File: src/rtl/core/xvr_pkg.sv
// ----------------------------------------------------------------------------
// xvr_pkg
// Shared types, widths and arithmetic helpers for the XYZ vertex rotation.
// ----------------------------------------------------------------------------
`default_nettype none

package xvr_pkg;

  localparam int CoordW = 24;  // Q8.16 coordinate
  localparam int CfgW   = 18;  // Q2.16 cosine / sine register
  localparam int CoefW  = CfgW + 1;  // room for a negated sine
  localparam int ThrW   = 16;
  localparam int FracW  = 16;
  localparam int ProdW  = CoefW + CoordW;
  localparam int TermW  = ProdW - FracW;
  localparam int SumW   = TermW + 1;

  localparam logic signed [SumW-1:0] CoordMax = SumW'((1 << (CoordW - 1)) - 1);
  localparam logic signed [SumW-1:0] CoordMin = -SumW'(1 << (CoordW - 1));

  typedef logic signed [CoordW-1:0] coord_t;
  typedef logic signed [CoefW-1:0]  coef_t;
  typedef logic signed [ProdW-1:0]  prod_t;
  typedef logic signed [TermW-1:0]  term_t;
  typedef logic signed [SumW-1:0]   sum_t;
  typedef logic [ThrW-1:0]          thr_t;

  // One plane rotation: p passes, (a, b) rotate.
  typedef struct packed {
    coord_t p;
    coord_t a;
    coord_t b;
  } vtx_t;

  // a' = c*a + k_ab*b, b' = k_ba*a + c*b
  typedef struct packed {
    coef_t c;
    coef_t k_ab;
    coef_t k_ba;
  } rot_coef_t;

  typedef enum logic [1:0] {
    CFG_COS = 2'd0,
    CFG_SIN = 2'd1,
    CFG_THR = 2'd2
  } cfg_idx_e;

  // Force small magnitudes to zero.
  function automatic term_t thr_f(input term_t v, input thr_t thr);
    term_t t;
    t = term_t'({1'b0, thr});
    if (v < t && v > -t) begin
      return '0;
    end
    return v;
  endfunction

  // Arithmetic shift by the fraction width, then threshold.
  function automatic term_t term_f(input prod_t prod, input thr_t thr);
    return thr_f(prod[ProdW-1:FracW], thr);
  endfunction

  function automatic coord_t sat_f(input sum_t s);
    sum_t r;
    if (s > CoordMax) begin
      r = CoordMax;
    end else if (s < CoordMin) begin
      r = CoordMin;
    end else begin
      r = s;
    end
    return r[CoordW-1:0];
  endfunction

endpackage

`default_nettype wire

File: src/rtl/core/xvr_cfg_regs.sv
// ----------------------------------------------------------------------------
// xvr_cfg_regs
// Angle and threshold registers; derives the rotation coefficient sets.
// ----------------------------------------------------------------------------
`default_nettype none

module xvr_cfg_regs
  import xvr_pkg::*;
(
  input  wire logic            clk_i,
  input  wire logic            rst_ni,
  input  wire logic            cfg_we_i,
  input  wire logic [1:0]      cfg_addr_i,
  input  wire logic [CfgW-1:0] cfg_wdata_i,
  output rot_coef_t            coef_xz_o,
  output rot_coef_t            coef_y_o,
  output thr_t                 thr_o
);

  logic signed [CfgW-1:0] cos_q, sin_q;
  thr_t                   thr_q;
  coef_t                  cos_w, sin_w, nsin_w;

  always_ff @(posedge clk_i or negedge rst_ni) begin
    if (!rst_ni) begin
      cos_q <= CfgW'(1 << FracW);
      sin_q <= '0;
      thr_q <= ThrW'(66);
    end else if (cfg_we_i) begin
      case (cfg_idx_e'(cfg_addr_i))
        CFG_COS: cos_q <= cfg_wdata_i;
        CFG_SIN: sin_q <= cfg_wdata_i;
        CFG_THR: thr_q <= cfg_wdata_i[ThrW-1:0];
        default: ;
      endcase
    end
  end

  assign cos_w  = {cos_q[CfgW-1], cos_q};
  assign sin_w  = {sin_q[CfgW-1], sin_q};
  assign nsin_w = -sin_w;

  // About x and about z share the same matrix shape; about y swaps the signs.
  assign coef_xz_o = '{c: cos_w, k_ab: nsin_w, k_ba: sin_w};
  assign coef_y_o  = '{c: cos_w, k_ab: sin_w,  k_ba: nsin_w};
  assign thr_o     = thr_q;

endmodule

`default_nettype wire

File: config.mk
export PLATFORM = sky130hd
export DESIGN_NAME = xvr_cfg_regs
export DESIGN_NICKNAME = d
export VERILOG_FILES = /design/src/rtl/core/xvr_pkg.sv /design/src/rtl/core/xvr_cfg_regs.sv
export SDC_FILE = /design/constraint.sdc
export NUM_CORES = 1
export LEC_CHECK = 0
export BUFFER_PORTS_ARGS = -buffer_cell sky130_fd_sc_hd__buf_2
export CELL_PAD_IN_SITES_DETAIL_PLACEMENT = 0
export CELL_PAD_IN_SITES_GLOBAL_PLACEMENT = 2
export CORE_UTILIZATION = 26
export DETAILED_ROUTE_END_ITERATION = 8
export PLACE_DENSITY_LB_ADDON = 0.2
export RECOVER_POWER = 50
export SLEW_MARGIN = 20
export SYNTH_ARGS = -nofsm -noshare
export SYNTH_HDL_FRONTEND = slang
export SYNTH_SLANG_ARGS = --single-unit
File: constraint.sdc
create_clock -name clk_i -period 2.24 [get_ports clk_i]
set_input_delay 0.112 -clock clk_i [delete_from_list [all_inputs] [get_ports clk_i]]
set_output_delay 0.112 -clock clk_i [all_outputs]
set_load 0.005 [all_outputs]
==> reports/results.tsv <==
metric	value	unit
syn_nets	240	
Crit. End Element	primary output	
vias in the first global route	1763	
gate count after technology mapping	216	
fin cells	457	
Die Wd	104	um
Fin Clk Skew	0	ps
Syn Area/Cell	12.6	um^2
clock slew at reported path FFs	90	ps
Final Util	33.8	%
static leakage	1.56	nW
fin nets	347	
antenna fix cells	0	
cell area after synthesis	2720	um^2
Power Dens Cells	821	nW/um^2
worst hold path endpoint	sin_q[17]	
Total GRT Usage	11.7	%
slew margin rel.	-6.40	%
Root Buffer	clkbuf_8	
worst hold path class	input port to flop	
post-route clock period utilization	94.4	%
Netlist cell types	23	
total core area	9950	um^2
worst skew pair latency	290	ps
Max-Cap Viols	1	
Row Count	36	
grt total ovfl	0	
area post-placement	3220	um^2
vias per cell	4.14	
I/O Buffers	152	
min cycle time layout	2110	ps
clock sinks	52	
Worst Reg-to-Reg Cells	2	
WL final	6390	um
Worst VDD drop	0.000286	V
synthesized flop and latch total	52	
die area	10900	um^2
r2r setup slk	1270	ps
reg-to-reg critical path startpoint	sin_q[2]	
final setup fails	0	
Hold Startpoint	cfg_wdata_i[17]	
RSZ-0062 raised after global routing	true	
chip height	104	um
dpl ws	191	ps
htree depth	2	
CTS tree	done	
synth-to-layout area growth	23.8	%
CP startpoint kind	flop	
Fin. Hold Viols	0	
Hold Path Stages	2	
Ports	153	
status	complete, but fails checks	
most common cell after layout, fill and taps aside	buf_2	
final instance area	3370	um^2
part of the Yosys area used for sequential elements	47.9	%
first-pass GRT wire length	9890	um
DRC viols	0	
Crit Path Max Fanout	3	
Ys Warns	0	
Initial Util	27.4	%
detailed router's first-iteration violation count	54	
Post-Route Setup TNS	0	ps
commonest cells after routing, fill and taps aside	buf_2 (132), mux2_2 (52), dfrtp_1 (46)	
initial antenna violation count	0	
worst slew pin tran	1600	ps
worst hold margin	56.1	ps
setup ws final	125	ps
maximum root-to-sink buffer count	2	
failing checks	capacitance limit, slew limit	
iteration count of the initial detailed-routing pass	4	
post-route antenna net violation count	0	
Final Max Tran Viols	27	
largest net degree at the start of global routing	28	
layout cell share with drive strength beyond 1	66.4	%
routed len/inst	14.0	um
HPWL Detailed	4680	um
overall power	2.77	mW
FMAX	0.473	GHz
Critical Path RT	2130	ps
crit path DAT	2000	ps
CTS buffer count	5	
Placed Instances	441	
GPL Wtd Cong	0.640	
DR vias	1892	
crit path kind	flop to primary output	
RR Endpoint	sin_q[2]	
==> cell families (layout without fill, tap and decap cells) <==
group / count (synthesis) / count (layout) / synth area share (%)
xor+xnor: 16 / 16 / 5.15
mux: 52 / 52 / 21.5
buf+inv: 66 / 174 / 17.6
fa+ha+maj: 1 / 1 / 0.459
simple gates: 29 / 29 / 7.31
flops: 52 / 52 / 47.9
==> worst max-delay path, stage by stage (launching register included) <==
cell	delay, ps
dfrtp_1	390
buf_6	130
nor4_4	350
nand4_1	230
nor4_2	310
xnor2_1	160
buf_2	140
==> power breakdown <==
part | internal, mW | switching, mW | total [mW]
Sequential | 1.12 | 0.192 | 1.32
Combinational | 0.531 | 0.395 | 0.926
Clock | 0.223 | 0.299 | 0.522
Total | 1.88 | 0.886 | 2.77
==> cells in the mapped netlist <==
cell | number | area, um^2
nor3b_1 | 2 | 15.0
nor4_2 | 1 | 12.5
dfrtp_1 | 49 | 1230
buf_4 | 61 | 458
nand3_2 | 1 | 10.0
nor3_4 | 1 | 16.3
mux2_2 | 52 | 586
xor2_1 | 9 | 78.8
nor3_1 | 4 | 20.0
ha_1 | 1 | 12.5
nor4_1 | 1 | 6.26
nor2_1 | 6 | 22.5
dfstp_2 | 3 | 78.8
nand3_1 | 2 | 10.0
nand3b_2 | 1 | 11.3
nand4_1 | 2 | 12.5
xnor2_1 | 7 | 61.3
nand2_1 | 2 | 7.51
nor4_4 | 1 | 21.3
buf_2 | 3 | 15.0
nand3b_1 | 2 | 15.0
or3_1 | 3 | 18.8
inv_1 | 2 | 7.51
==> repair_timing <==
| action | CTS | global route |
|---|---|---|
| hold buffers | 1 | 0 |
| setup endpoints to repair | 6 | 12 |
| gates resized for setup | 1 | 10 |
| pin swaps | 1 | 6 |
| endpoints found under the hold margin | 25 | 0 |
| setup buffers | 1 | 6 |
==> worst max-delay path by stage <==
| stage | depth (start not counted) | to | start |
|---|---|---|---|
| final | 6 | coef_xz_o[36] | sin_q[0] |
| after global routing | 6 | coef_y_o[17] | sin_q[0] |
| after CTS | 7 | coef_y_o[16] | sin_q[1] |
| after detailed placement | 7 | coef_y_o[16] | sin_q[1] |
| after global placement | 7 | coef_xz_o[35] | sin_q[1] |
| after floorplan | 7 | coef_y_o[14] | sin_q[0] |
==> final cells by class <==
type | instances | area (um^2)
Fill cell | 1037 | 6590
Sequential cell | 52 | 1310
Multi-Input combinational cell | 98 | 970
Timing Repair Buffer | 164 | 837
Tap cell | 133 | 166
Clock buffer | 8 | 80.1
Inverter | 2 | 7.51
==> registers in the layout, indices dropped and copies added (netlist names) <==
name / flops
cos_q: 18
sin_q: 18
thr_o: 16
==> routing by layer <==
layer  vias up  routed length [um]  GRT usage (%)
met2        80                3130           19.4
met1       914                2830           15.1
met5         -                   0              0
met3         6                 342           2.32
met4         0                  89           3.98
li1        892                   -              -
Note: power is estimated with default switching activity, not from simulation.
